### config.mk
export PLATFORM = sky130hd
export DESIGN_NAME = led_blink_pulse_fade_engine
export DESIGN_NICKNAME = d
export VERILOG_FILES = /design/src/rtl/core/lbpf_pkg.sv /design/src/rtl/core/lbpf_div.sv /design/src/rtl/core/lbpf_dp.sv /design/src/rtl/core/lbpf_ctrl.sv /design/src/rtl/core/led_blink_pulse_fade_engine.sv
export SDC_FILE = /design/constraint.sdc
export NUM_CORES = 1
export LEC_CHECK = 0
export ABC_AREA = 1
export BUFFER_PORTS_ARGS = -buffer_cell sky130_fd_sc_hd__buf_4
export CAP_MARGIN = 20
export CORE_ASPECT_RATIO = 0.5
export CORE_MARGIN = 5
export CORE_UTILIZATION = 66
export CTS_BUF_LIST = sky130_fd_sc_hd__clkbuf_8
export DETAILED_ROUTE_END_ITERATION = 12
export GPL_ROUTABILITY_DRIVEN = 0
export PLACE_DENSITY = 0.84
export SETUP_SLACK_MARGIN = 0.2
export SKIP_LAST_GASP = 1
export SLEW_MARGIN = 40
export SYNTH_ARGS = -nofsm -noshare
export SYNTH_HDL_FRONTEND = slang
export SYNTH_HIERARCHICAL = 1
export SYNTH_SLANG_ARGS = --single-unit
### constraint.sdc
create_clock -name clock -period 6.5 [get_ports clock]
set_input_delay 0.975 -clock clock [delete_from_list [all_inputs] [get_ports clock]]
set_output_delay 0.975 -clock clock [all_outputs]
set_load 0.05 [all_outputs]
### src/rtl/core/lbpf_pkg.sv
`default_nettype none

package lbpf_pkg;

   // Port and datapath widths.
   localparam int REQ_TDATA_W = 16;
   localparam int REQ_TUSER_W = 3;
   localparam int RSP_TDATA_W = 24;
   localparam int RSP_USED_W  = 19;
   localparam int CSR_ADDR_W  = 3;
   localparam int CSR_DATA_W  = 16;
   localparam int ELAPSED_W   = 32;
   localparam int LEVEL_W     = 8;
   localparam int MS_W        = 16;
   localparam int COUNT_W     = 8;
   localparam int PERIOD_W    = MS_W + 1;
   localparam int PROD_W      = PERIOD_W + COUNT_W;
   localparam int NUM_W       = MS_W + LEVEL_W;
   localparam int DIV_W       = 32;
   localparam int DIVISOR_W   = 17;
   localparam int DIV_CNT_W   = 5;

   // Defaults and limits.
   localparam logic [MS_W-1:0]    PULSE_DEFAULT_MS = 16'd2000;
   localparam logic [MS_W-1:0]    PULSE_MIN_MS     = 16'd2;
   localparam logic [MS_W-1:0]    FADE_DEFAULT_MS  = 16'd1000;
   localparam logic [MS_W-1:0]    BLINK_ON_RESET   = 16'd500;
   localparam logic [MS_W-1:0]    BLINK_OFF_RESET  = 16'd500;
   localparam logic [COUNT_W-1:0] BLINK_CNT_RESET  = 8'd3;
   localparam logic [LEVEL_W-1:0] FULL_DUTY        = 8'd255;

   typedef enum logic [2:0] {
      OP_TICK      = 3'd0,
      OP_SET_LED   = 3'd1,
      OP_SET_LEVEL = 3'd2,
      OP_BLINK     = 3'd3,
      OP_PULSE     = 3'd4,
      OP_FADE_IN   = 3'd5,
      OP_FADE_OUT  = 3'd6
   } op_type;

   typedef enum logic [1:0] {
      MODE_STATIC = 2'd0,
      MODE_BLINK  = 2'd1,
      MODE_PULSE  = 2'd2,
      MODE_FADE   = 2'd3
   } mode_type;

   typedef enum logic [2:0] {
      CSR_BLINK_ON       = 3'd0,
      CSR_BLINK_OFF      = 3'd1,
      CSR_BLINK_COUNT    = 3'd2,
      CSR_PULSE_PERIOD   = 3'd3,
      CSR_FADE_DURATION  = 3'd4
   } csr_type;

   typedef enum logic [1:0] {
      DIV_SEL_PHASE = 2'd0,
      DIV_SEL_PULSE = 2'd1,
      DIV_SEL_FADE  = 2'd2
   } div_sel_type;

   typedef enum logic [3:0] {
      ST_IDLE   = 4'd0,
      ST_APPLY  = 4'd1,
      ST_DECIDE = 4'd2,
      ST_DIV1   = 4'd3,
      ST_MID    = 4'd4,
      ST_LOAD2  = 4'd5,
      ST_DIV2   = 4'd6,
      ST_FIN    = 4'd7,
      ST_OUTW   = 4'd8
   } state_type;

   // Commands from the controller to the datapath.
   typedef struct packed {
      logic        capture;
      logic        apply;
      logic        div_start;
      div_sel_type div_sel;
      logic        prep_pulse;
      logic        finish;
      logic        load_out;
   } cmd_type;

   // Status from the datapath to the controller.
   typedef struct packed {
      logic     is_tick;
      mode_type mode;
      logic     blink_zero;
      logic     fade_end;
      logic     div_done;
   } status_type;

endpackage

`default_nettype wire

### src/rtl/core/lbpf_div.sv
`default_nettype none

module lbpf_div
   import lbpf_pkg::*;
(
   input  wire logic                 clock,
   input  wire logic                 reset,
   input  wire logic                 start,
   input  wire logic [DIV_W-1:0]     dividend,
   input  wire logic [DIVISOR_W-1:0] divisor,
   output logic      [DIV_W-1:0]     quotient,
   output logic      [DIVISOR_W-1:0] remainder,
   output logic                      done
);

   logic                 busy_ff, busy_in;
   logic                 done_ff, done_in;
   logic [DIV_CNT_W-1:0] cnt_ff, cnt_in;
   logic [DIV_W-1:0]     quo_ff, quo_in;
   logic [DIVISOR_W-1:0] rem_ff, rem_in;
   logic [DIVISOR_W-1:0] dsr_ff, dsr_in;
   logic [DIVISOR_W:0]   partial;
   logic [DIVISOR_W:0]   diff;
   logic                 fits;
   logic                 last;

   // One restoring step: bring down the next dividend bit and try a subtract.
   assign partial = {rem_ff, quo_ff[DIV_W-1]};
   assign diff    = partial - {1'b0, dsr_ff};
   assign fits    = ~diff[DIVISOR_W];
   assign last    = (cnt_ff == DIV_CNT_W'(DIV_W - 1));

   // Load on start, then one quotient bit per cycle, MSB first.
   always_comb begin
      busy_in = busy_ff;
      cnt_in  = cnt_ff;
      quo_in  = quo_ff;
      rem_in  = rem_ff;
      dsr_in  = dsr_ff;
      done_in = 1'b0;
      if (start) begin
         busy_in = 1'b1;
         cnt_in  = '0;
         quo_in  = dividend;
         rem_in  = '0;
         dsr_in  = divisor;
      end else if (busy_ff) begin
         quo_in = {quo_ff[DIV_W-2:0], fits};
         rem_in = fits ? diff[DIVISOR_W-1:0] : partial[DIVISOR_W-1:0];
         cnt_in = cnt_ff + 1'b1;
         if (last) begin
            busy_in = 1'b0;
            done_in = 1'b1;
         end
      end
   end

   always_ff @(posedge clock) begin
      if (reset) begin
         busy_ff <= 1'b0;
         done_ff <= 1'b0;
         cnt_ff  <= '0;
      end else begin
         busy_ff <= busy_in;
         done_ff <= done_in;
         cnt_ff  <= cnt_in;
      end
   end

   always_ff @(posedge clock) begin
      quo_ff <= quo_in;
      rem_ff <= rem_in;
      dsr_ff <= dsr_in;
   end

   assign quotient  = quo_ff;
   assign remainder = rem_ff;
   assign done      = done_ff;

endmodule

`default_nettype wire

### src/rtl/core/lbpf_dp.sv
`default_nettype none

module lbpf_dp
   import lbpf_pkg::*;
(
   input  wire logic                   clock,
   input  wire logic                   reset,
   input  wire cmd_type                cmd,
   output status_type                  status,
   input  wire logic [REQ_TDATA_W-1:0] req_tdata,
   input  wire logic [REQ_TUSER_W-1:0] req_tuser,
   output logic      [RSP_TDATA_W-1:0] rsp_tdata,
   input  wire logic                   csr_we,
   input  wire logic [CSR_ADDR_W-1:0]  csr_addr,
   input  wire logic [CSR_DATA_W-1:0]  csr_wdata
);

   // Captured item.
   op_type             op_ff, op_in;
   logic [LEVEL_W-1:0] value_ff, value_in;
   logic               sw_ff, sw_in;

   // Configuration registers.
   logic [MS_W-1:0]    cfg_on_ff, cfg_on_in;
   logic [MS_W-1:0]    cfg_off_ff, cfg_off_in;
   logic [COUNT_W-1:0] cfg_count_ff, cfg_count_in;
   logic [MS_W-1:0]    cfg_period_ff, cfg_period_in;
   logic [MS_W-1:0]    cfg_fade_ff, cfg_fade_in;

   // Settings taken when an animation starts.
   logic [MS_W-1:0]     lat_on_ff, lat_on_in;
   logic [PERIOD_W-1:0] lat_per_ff, lat_per_in;
   logic [COUNT_W-1:0]  lat_count_ff, lat_count_in;
   logic [MS_W-1:0]     lat_period_ff, lat_period_in;
   logic [MS_W-1:0]     lat_fade_ff, lat_fade_in;
   logic [PROD_W-1:0]   prod_ff, prod_in;

   // Engine state.
   logic [ELAPSED_W-1:0] elapsed_ff, elapsed_in;
   mode_type             mode_ff, mode_in;
   logic                 rising_ff, rising_in;
   logic                 on_ff, on_in;
   logic [LEVEL_W-1:0]   level_ff, level_in;
   logic [LEVEL_W-1:0]   duty_ff, duty_in;
   logic                 prev_ff, prev_in;

   logic [NUM_W-1:0]       num_ff, num_in;
   logic [RSP_TDATA_W-1:0] rsp_data_ff, rsp_data_in;

   // Divider hookup.
   logic [DIV_W-1:0]     div_dividend;
   logic [DIVISOR_W-1:0] div_divisor;
   logic [DIV_W-1:0]     div_quo;
   logic [DIVISOR_W-1:0] div_rem;
   logic                 div_done;

   logic [MS_W-2:0]    half;
   logic [MS_W-1:0]    phase;
   logic [MS_W-1:0]    tri_x;
   logic [NUM_W-1:0]   pulse_num;
   logic [NUM_W-1:0]   fade_num;
   logic [LEVEL_W-1:0] pulse_duty;
   logic               fade_end;
   logic               blink_zero;

   lbpf_div u_div (
      .clock     (clock),
      .reset     (reset),
      .start     (cmd.div_start),
      .dividend  (div_dividend),
      .divisor   (div_divisor),
      .quotient  (div_quo),
      .remainder (div_rem),
      .done      (div_done)
   );

   // Helper values for the animations.
   assign half       = lat_period_ff[MS_W-1:1];
   assign phase      = div_rem[MS_W-1:0];
   assign tri_x      = (phase < {1'b0, half}) ? phase : (lat_period_ff - phase);
   assign pulse_num  = {tri_x, {LEVEL_W{1'b0}}} - {{LEVEL_W{1'b0}}, tri_x};
   assign fade_num   = {elapsed_ff[MS_W-1:0], {LEVEL_W{1'b0}}}
                       - {{LEVEL_W{1'b0}}, elapsed_ff[MS_W-1:0]};
   assign pulse_duty = (div_quo[DIV_W-1:LEVEL_W] != '0) ? FULL_DUTY : div_quo[LEVEL_W-1:0];
   assign fade_end   = (elapsed_ff >= {{(ELAPSED_W-MS_W){1'b0}}, lat_fade_ff});
   assign blink_zero = (lat_per_ff == '0);

   // Divider operand selection.
   always_comb begin
      case (cmd.div_sel)
         DIV_SEL_PULSE: begin
            div_dividend = {{(DIV_W-NUM_W){1'b0}}, num_ff};
            div_divisor  = {2'b00, half};
         end
         DIV_SEL_FADE: begin
            div_dividend = {{(DIV_W-NUM_W){1'b0}}, fade_num};
            div_divisor  = {1'b0, lat_fade_ff};
         end
         default: begin
            div_dividend = elapsed_ff;
            div_divisor  = (mode_ff == MODE_BLINK) ? lat_per_ff : {1'b0, lat_period_ff};
         end
      endcase
   end

   // Next state of the datapath registers.
   always_comb begin
      op_in         = op_ff;
      value_in      = value_ff;
      sw_in         = sw_ff;
      cfg_on_in     = cfg_on_ff;
      cfg_off_in    = cfg_off_ff;
      cfg_count_in  = cfg_count_ff;
      cfg_period_in = cfg_period_ff;
      cfg_fade_in   = cfg_fade_ff;
      lat_on_in     = lat_on_ff;
      lat_per_in    = lat_per_ff;
      lat_count_in  = lat_count_ff;
      lat_period_in = lat_period_ff;
      lat_fade_in   = lat_fade_ff;
      prod_in       = PROD_W'(lat_per_ff) * PROD_W'(lat_count_ff);
      elapsed_in    = elapsed_ff;
      mode_in       = mode_ff;
      rising_in     = rising_ff;
      on_in         = on_ff;
      level_in      = level_ff;
      duty_in       = duty_ff;
      prev_in       = prev_ff;
      num_in        = num_ff;
      rsp_data_in   = rsp_data_ff;

      // Take in an accepted beat.
      if (cmd.capture) begin
         op_in    = op_type'(req_tuser);
         value_in = req_tdata[LEVEL_W-1:0];
         sw_in    = req_tdata[LEVEL_W];
      end

      // Register writes; indexes past the list are dropped.
      if (csr_we) begin
         case (csr_type'(csr_addr))
            CSR_BLINK_ON:      cfg_on_in     = csr_wdata;
            CSR_BLINK_OFF:     cfg_off_in    = csr_wdata;
            CSR_BLINK_COUNT:   cfg_count_in  = csr_wdata[COUNT_W-1:0];
            CSR_PULSE_PERIOD:  cfg_period_in = csr_wdata;
            CSR_FADE_DURATION: cfg_fade_in   = csr_wdata;
            default: ;
         endcase
      end

      // First step of every item: the command itself, or the tick bookkeeping.
      if (cmd.apply) begin
         case (op_ff)
            OP_TICK: begin
               if (elapsed_ff != '1) begin
                  elapsed_in = elapsed_ff + 1'b1;
               end
               if (sw_ff && !prev_ff) begin
                  on_in   = ~on_ff;
                  duty_in = on_ff ? '0 : level_ff;
               end
               prev_in = sw_ff;
            end
            OP_SET_LED: begin
               on_in   = (value_ff != '0);
               duty_in = (value_ff != '0) ? level_ff : '0;
            end
            OP_SET_LEVEL: begin
               level_in = value_ff;
               if (on_ff) begin
                  duty_in = value_ff;
               end
            end
            OP_BLINK: begin
               mode_in      = MODE_BLINK;
               lat_on_in    = cfg_on_ff;
               lat_per_in   = {1'b0, cfg_on_ff} + {1'b0, cfg_off_ff};
               lat_count_in = cfg_count_ff;
               elapsed_in   = '0;
               on_in        = 1'b1;
               duty_in      = level_ff;
            end
            OP_PULSE: begin
               mode_in    = MODE_PULSE;
               elapsed_in = '0;
               if (cfg_period_ff == '0) begin
                  lat_period_in = PULSE_DEFAULT_MS;
               end else if (cfg_period_ff < PULSE_MIN_MS) begin
                  lat_period_in = PULSE_MIN_MS;
               end else begin
                  lat_period_in = cfg_period_ff;
               end
            end
            OP_FADE_IN, OP_FADE_OUT: begin
               mode_in     = MODE_FADE;
               rising_in   = (op_ff == OP_FADE_IN);
               lat_fade_in = (cfg_fade_ff == '0) ? FADE_DEFAULT_MS : cfg_fade_ff;
               elapsed_in  = '0;
               on_in       = 1'b1;
            end
            default: ;
         endcase
      end

      // Triangle numerator from the phase remainder.
      if (cmd.prep_pulse) begin
         num_in = pulse_num;
      end

      // Last step of an animation tick.
      if (cmd.finish) begin
         case (mode_ff)
            MODE_BLINK: begin
               if (blink_zero) begin
                  mode_in = MODE_STATIC;
                  duty_in = on_ff ? level_ff : '0;
               end else if (elapsed_ff >= {{(ELAPSED_W-PROD_W){1'b0}}, prod_ff}) begin
                  mode_in = MODE_STATIC;
                  duty_in = on_ff ? level_ff : '0;
               end else begin
                  duty_in = (div_rem < {1'b0, lat_on_ff}) ? level_ff : '0;
               end
            end
            MODE_PULSE: begin
               if (on_ff) begin
                  duty_in = pulse_duty;
               end
            end
            MODE_FADE: begin
               if (fade_end) begin
                  mode_in = MODE_STATIC;
                  if (rising_ff) begin
                     level_in = FULL_DUTY;
                     duty_in  = FULL_DUTY;
                  end else begin
                     level_in = '0;
                     duty_in  = '0;
                     on_in    = 1'b0;
                  end
               end else begin
                  duty_in = rising_ff ? div_quo[LEVEL_W-1:0]
                                      : FULL_DUTY - div_quo[LEVEL_W-1:0];
               end
            end
            default: ;
         endcase
      end

      // Result beat: duty, on flag, mode, level from the lowest bit up.
      if (cmd.load_out) begin
         rsp_data_in = {{(RSP_TDATA_W-RSP_USED_W){1'b0}}, level_ff, mode_ff, on_ff, duty_ff};
      end
   end

   always_ff @(posedge clock) begin
      if (reset) begin
         cfg_on_ff     <= BLINK_ON_RESET;
         cfg_off_ff    <= BLINK_OFF_RESET;
         cfg_count_ff  <= BLINK_CNT_RESET;
         cfg_period_ff <= '0;
         cfg_fade_ff   <= '0;
         lat_on_ff     <= BLINK_ON_RESET;
         lat_per_ff    <= {1'b0, BLINK_ON_RESET} + {1'b0, BLINK_OFF_RESET};
         lat_count_ff  <= BLINK_CNT_RESET;
         lat_period_ff <= PULSE_DEFAULT_MS;
         lat_fade_ff   <= FADE_DEFAULT_MS;
         elapsed_ff    <= '0;
         mode_ff       <= MODE_STATIC;
         rising_ff     <= 1'b0;
         on_ff         <= 1'b0;
         level_ff      <= FULL_DUTY;
         duty_ff       <= '0;
         prev_ff       <= 1'b0;
      end else begin
         cfg_on_ff     <= cfg_on_in;
         cfg_off_ff    <= cfg_off_in;
         cfg_count_ff  <= cfg_count_in;
         cfg_period_ff <= cfg_period_in;
         cfg_fade_ff   <= cfg_fade_in;
         lat_on_ff     <= lat_on_in;
         lat_per_ff    <= lat_per_in;
         lat_count_ff  <= lat_count_in;
         lat_period_ff <= lat_period_in;
         lat_fade_ff   <= lat_fade_in;
         elapsed_ff    <= elapsed_in;
         mode_ff       <= mode_in;
         rising_ff     <= rising_in;
         on_ff         <= on_in;
         level_ff      <= level_in;
         duty_ff       <= duty_in;
         prev_ff       <= prev_in;
      end
   end

   always_ff @(posedge clock) begin
      op_ff       <= op_in;
      value_ff    <= value_in;
      sw_ff       <= sw_in;
      prod_ff     <= prod_in;
      num_ff      <= num_in;
      rsp_data_ff <= rsp_data_in;
   end

   assign status.is_tick    = (op_ff == OP_TICK);
   assign status.mode       = mode_ff;
   assign status.blink_zero = blink_zero;
   assign status.fade_end   = fade_end;
   assign status.div_done   = div_done;
   assign rsp_tdata         = rsp_data_ff;

endmodule

`default_nettype wire

### src/rtl/core/lbpf_ctrl.sv
`default_nettype none

module lbpf_ctrl
   import lbpf_pkg::*;
(
   input  wire logic       clock,
   input  wire logic       reset,
   input  wire status_type status,
   output cmd_type         cmd,
   input  wire logic       req_tvalid,
   output logic            req_tready,
   output logic            rsp_tvalid,
   input  wire logic       rsp_tready
);

   state_type state_ff, state_in;
   logic      rsp_valid_ff, rsp_valid_in;
   logic      out_free;

   assign out_free = ~rsp_valid_ff | rsp_tready;

   // Next state.
   always_comb begin
      state_in = state_ff;
      case (state_ff)
         ST_IDLE: begin
            if (req_tvalid) begin
               state_in = ST_APPLY;
            end
         end
         ST_APPLY: begin
            state_in = status.is_tick ? ST_DECIDE : ST_OUTW;
         end
         ST_DECIDE: begin
            case (status.mode)
               MODE_BLINK: state_in = status.blink_zero ? ST_FIN : ST_DIV1;
               MODE_PULSE: state_in = ST_DIV1;
               MODE_FADE:  state_in = status.fade_end ? ST_FIN : ST_DIV1;
               default:    state_in = ST_OUTW;
            endcase
         end
         ST_DIV1: begin
            if (status.div_done) begin
               state_in = (status.mode == MODE_PULSE) ? ST_MID : ST_FIN;
            end
         end
         ST_MID: begin
            state_in = ST_LOAD2;
         end
         ST_LOAD2: begin
            state_in = ST_DIV2;
         end
         ST_DIV2: begin
            if (status.div_done) begin
               state_in = ST_FIN;
            end
         end
         ST_FIN: begin
            state_in = ST_OUTW;
         end
         ST_OUTW: begin
            if (out_free) begin
               state_in = ST_IDLE;
            end
         end
         default: state_in = ST_IDLE;
      endcase
   end

   // Commands and handshake outputs.
   always_comb begin
      cmd        = '0;
      req_tready = 1'b0;
      case (state_ff)
         ST_IDLE: begin
            req_tready  = 1'b1;
            cmd.capture = req_tvalid;
         end
         ST_APPLY: begin
            cmd.apply = 1'b1;
         end
         ST_DECIDE: begin
            case (status.mode)
               MODE_BLINK: begin
                  cmd.div_start = ~status.blink_zero;
                  cmd.div_sel   = DIV_SEL_PHASE;
               end
               MODE_PULSE: begin
                  cmd.div_start = 1'b1;
                  cmd.div_sel   = DIV_SEL_PHASE;
               end
               MODE_FADE: begin
                  cmd.div_start = ~status.fade_end;
                  cmd.div_sel   = DIV_SEL_FADE;
               end
               default: ;
            endcase
         end
         ST_MID: begin
            cmd.prep_pulse = 1'b1;
         end
         ST_LOAD2: begin
            cmd.div_start = 1'b1;
            cmd.div_sel   = DIV_SEL_PULSE;
         end
         ST_FIN: begin
            cmd.finish = 1'b1;
         end
         ST_OUTW: begin
            cmd.load_out = out_free;
         end
         default: ;
      endcase
   end

   // Result beat valid: set on load, cleared when taken.
   assign rsp_valid_in = cmd.load_out | (rsp_valid_ff & ~rsp_tready);

   always_ff @(posedge clock) begin
      if (reset) begin
         state_ff     <= ST_IDLE;
         rsp_valid_ff <= 1'b0;
      end else begin
         state_ff     <= state_in;
         rsp_valid_ff <= rsp_valid_in;
      end
   end

   assign rsp_tvalid = rsp_valid_ff;

endmodule

`default_nettype wire

### src/rtl/core/led_blink_pulse_fade_engine.sv
// Each beat is captured and applied. A command then goes to the output register; a tick first
// decides on its mode: static goes to the output, a fade end or a zero-period blink to the finish
// step, and another blink or fade tick runs the divider once, a pulse tick twice (32-step
// bit-serial divider), before the finish. One item is in work at a time; the next item is
// accepted while the previous result still waits in the output register.
// Reset is synchronous and active high: static and off with level 255, registers at defaults.
`default_nettype none

module led_blink_pulse_fade_engine
   import lbpf_pkg::*;
(
   input  wire logic                   clock,
   input  wire logic                   reset,
   input  wire logic                   req_tvalid,
   output logic                        req_tready,
   input  wire logic [REQ_TDATA_W-1:0] req_tdata,   // [7:0] value, [8] switch_level
   input  wire logic [REQ_TUSER_W-1:0] req_tuser,   // [2:0] op
   output logic                        rsp_tvalid,
   input  wire logic                   rsp_tready,
   output logic      [RSP_TDATA_W-1:0] rsp_tdata,   // [7:0] duty, [8] led_on, [10:9] mode,
                                                    // [18:11] level
   input  wire logic                   csr_we,
   input  wire logic [CSR_ADDR_W-1:0]  csr_addr,
   input  wire logic [CSR_DATA_W-1:0]  csr_wdata
);

   cmd_type    cmd;
   status_type status;

   // Sequencer for each beat.
   lbpf_ctrl u_ctrl (
      .clock      (clock),
      .reset      (reset),
      .status     (status),
      .cmd        (cmd),
      .req_tvalid (req_tvalid),
      .req_tready (req_tready),
      .rsp_tvalid (rsp_tvalid),
      .rsp_tready (rsp_tready)
   );

   // Engine state, registers and divider.
   lbpf_dp u_dp (
      .clock     (clock),
      .reset     (reset),
      .cmd       (cmd),
      .status    (status),
      .req_tdata (req_tdata),
      .req_tuser (req_tuser),
      .rsp_tdata (rsp_tdata),
      .csr_we    (csr_we),
      .csr_addr  (csr_addr),
      .csr_wdata (csr_wdata)
   );

endmodule

`default_nettype wire

==> flow_metrics.tcl <==
set metrics [dict create \
    status "complete, no violations" \
    setup_ws_ns 1.52 \
    cts_resized 0 \
    synth_warnings 6 \
    first_iter_violations 3240 \
    grt_util_all_layers_pct 32.3 \
    synthCells 3598 \
    crit_path_max_incr_delay_ns 0.81 \
    synth_async_sr_flop_share_pct 0 \
    start_util_pct 67.1 \
    cts.path.max_buffers 3 \
    clockRootBuffer "clkbuf_8" \
    place_hpwl_um 54800 \
    post_drt_wl_per_cell_um 17.4 \
    cp.arrival_ns 5.52 \
    hold_violations 0 \
    period_needed_ns 4.98 \
    cts_tree "yes" \
    grt_pass1_vias 22633 \
    boundaryPins 69 \
    finalSetupViolations 0 \
    path_delay_family "adder cells" \
    ys.flop_type "dfxtp_1" \
    pre_cts_ws_ns 1.46 \
    crit_type "register to register" \
    finalPower_mw 5.12 \
    relSlewSlack_pct 40.3 \
    post-route-period-util_pct 76.7 \
    grt.overflow.total 0 \
    p_leak_nw 14.4 \
    seq_area_frac_synth_pct 31.2 \
    critPathCaptureType "register" \
    postCtsSetupRepairBufs 0 \
    first_pass_iters 6 \
    p_per_area_nw_per_um2 183 \
    htree_levels 2 \
    crit_slowest_cell "dfxtp_1" \
    tightestPinTransition_ns 0.888 \
    clk_latency_ns 0.65 \
    synthToLayoutAreaGrowth_pct 6.77 \
    min_path_type "register to register" \
    grt_max_degree 105 \
    numCtsBuffers 51 \
    core.rowCount 51 \
    peakVddDrop_mv 0.193 \
    worstReg2RegEnd "u_dp/prod_ff[20]" \
    r2r_slack_ns 1.52 \
    rsz0062_at_grt "false" \
    wirelength_um 72700 \
    startpoint "u_dp/lat_count_ff[4]" \
    clk_pin_slew_ns 0.07 \
    path_cells "nand2_1, fa_1, fa_1, inv_1, fa_1, inv_1, fa_1, inv_1, ha_1, a21oi_1, o21ai_0, a21oi_1, o21ai_0, nand3_1, o211ai_1, a21oi_1, xnor2_1" \
    dieHeight_um 151 \
    cp_num_cells 17 \
    hold_buffers 0 \
    die_w_um 292 \
    worstSetupEndpoint "u_dp/prod_ff[20]" \
    drcViolationCount 0 \
    die_area_um2 44000 \
    grt_pass1_wl_um 115000 \
    cp-start-kind "register" \
    crit_path_max_fanout 18 \
    place_inst 4079 \
    synth_area_um2 26200 \
    max_cap_viol_count 0 \
    synth-seq-cells 356 \
    final_nets 3924 \
    worst-path-buf-inv 3 \
    core_um2 39100 \
    ys_types 69 \
    finalMaxSlewViolations 0 \
    stdcell_count 4175 \
    antenna_found_initial 1 \
    clock_sinks 356 \
    routed_via_density 5.83 \
    critPathRequiredTime_ns 7.03 \
    postRouteAntennaNets 0 \
    rr_worst_depth 17 \
    drive_above_1_share_pct 8.07 \
    num_vias 24358 \
    cpMostUsedCell "fa_1" \
    fillers 3122 \
    finalCoreUtilization_pct 71.6 \
    numPortBuffers 56 \
    fin_tns_setup_ns 0 \
    rr_startpoint "u_dp/lat_count_ff[4]" \
    max_freq_mhz 201 \
    synth_edf_count 104 \
    fin_worst_skew_ns 0.0513 \
    synth.avg_cell_area_um2 7.28 \
]
cell families (layout without fill, tap and decap cells):
group	Yosys count	in the layout	synth area share, %
simple gates	1477	1477	25.4
buf+inv	795	837	11.8
compound gates	619	619	13.3
flops	356	356	31.2
fa+ha+maj	279	279	16.0
xor+xnor	71	71	2.37
other cells	1	6	0.0143
state kept, by name, summed over array words and instances, names as in the netlist, 16 cells and up:
| signal | flops |
|---|---|
| u_dp/cfg_fade_ff | 16 |
| u_dp/cfg_off_ff | 16 |
| u_dp/cfg_on_ff | 16 |
| u_dp/cfg_period_ff | 16 |
| u_dp/elapsed_ff | 32 |
| u_dp/lat_fade_ff | 16 |
| u_dp/lat_on_ff | 16 |
| u_dp/lat_per_ff | 17 |
| u_dp/lat_period_ff | 16 |
| u_dp/num_ff | 24 |
| u_dp/prod_ff | 25 |
| u_dp/rsp_tdata | 19 |
| u_dp/u_div/dsr_ff | 17 |
| u_dp/u_div/quotient | 32 |
| u_dp/u_div/remainder | 17 |
power by group:
group	switching (mW)	internal, mW
Combinational	0.535	0.265
Clock	0.921	0.974
Sequential	0.0559	2.37
Total	1.51	3.60
synthesized netlist by cell type, drive strengths merged, types with 5 or more instances:
cell type  number  area [µm²]
a211oi          6        45.0
clkbuf         95         357
o211ai         17         128
nand4          59         375
nand3b         15         125
clkinv          7        26.3
a21oi         272        1380
o21ai         211        1070
a22oi          20         150
edfxtp        104        3120
o22ai          27         169
buf            26         198
a21o            6        45.0
dfxtp         252        5040
o31ai          11        82.6
xor2           45         394
nor2          228         938
nand3         204        1110
o221ai         20         175
xnor2          26         228
nand2         873        3520
fa             93        1860
o21a            6        45.0
nor4           23         144
inv           667        2500
nand2b          5        31.3
nor3           60         338
ha            186        2330
worst register-to-register path, cell delays in order, from the launching register on:
cell      delay, ns
dfxtp_1        0.81
nand2_1        0.21
fa_1           0.54
fa_1           0.49
inv_1          0.06
fa_1           0.52
inv_1          0.05
fa_1           0.52
inv_1          0.04
ha_1           0.36
a21oi_1        0.10
o21ai_0        0.23
a21oi_1        0.10
o21ai_0        0.37
nand3_1        0.13
o211ai_1       0.15
a21oi_1        0.12
xnor2_1        0.13
routing by layer:
| metal | track usage (%) | share of wire [%] | vias to the layer above |
|---|---|---|---|
| li1 | - | - | 11641 |
| met1 | 44.8 | 41 | 11154 |
| met2 | 49.5 | 42 | 1354 |
| met3 | 8.23 | 13 | 209 |
| met4 | 11.9 | 4.0 | 0 |
| met5 | 0 | 0 | - |
cell usage in the layout (no fill, tap or decap), drive strengths merged, types with 5 or more instances in the layout:
cell and instances:
a21o 6, ha 186, nand3 204, clkbuf 57, xor2 45, clkinv 28
edfxtp 104, nor4 23, nor3 60, a22oi 20, o21ai 211, a211oi 6
nand3b 15, xnor2 26, o211ai 17, nor2 228, o221ai 20, conb 5
nand4 59, inv 678, dfxtp 252, nand2b 5, a21oi 272, nand2 873
o21a 6, o31ai 11, buf 68, fa 93, o22ai 27
area by class of cell:
cell class	instances	area, µm²	area share (%)
inverters	674	2530	9.04
clock inverters	38	287	1.02
flip-flops and latches	356	8170	29.2
well taps	530	663	2.37
diodes	1	2.50	0.00894
multi-input cells	2451	15000	53.7
clock buffers	57	785	2.80
repair buffers	68	514	1.84
worst min path at each step:
stage / startpoint / endpoint / slack (ns) / cells after the start
6_report: u_dp/duty_ff[4] / u_dp/rsp_tdata[4] / 0.42 / 0
5_1_grt: u_dp/duty_ff[4] / u_dp/rsp_tdata[4] / 0.44 / 0
4_1_cts: u_dp/duty_ff[4] / u_dp/rsp_tdata[4] / 0.43 / 0
3_5_place_dp: u_dp/duty_ff[4] / u_dp/rsp_tdata[4] / 0.41 / 0
3_3_place_gp: u_dp/duty_ff[7] / u_dp/rsp_tdata[7] / 0.41 / 0
2_1_floorplan: u_dp/duty_ff[0] / u_dp/rsp_tdata[0] / 0.41 / 0
per-stage QoR:
stage          area, µm²  hold WS, ns
2_1_floorplan      26200        0.408
5_1_grt            28000        0.442
3_3_place_gp       26900        0.413
3_5_place_dp       26900        0.413
4_1_cts            28000        0.429
6_report           28000        0.423
No activity file was read; power rests on OpenSTA's default activity.
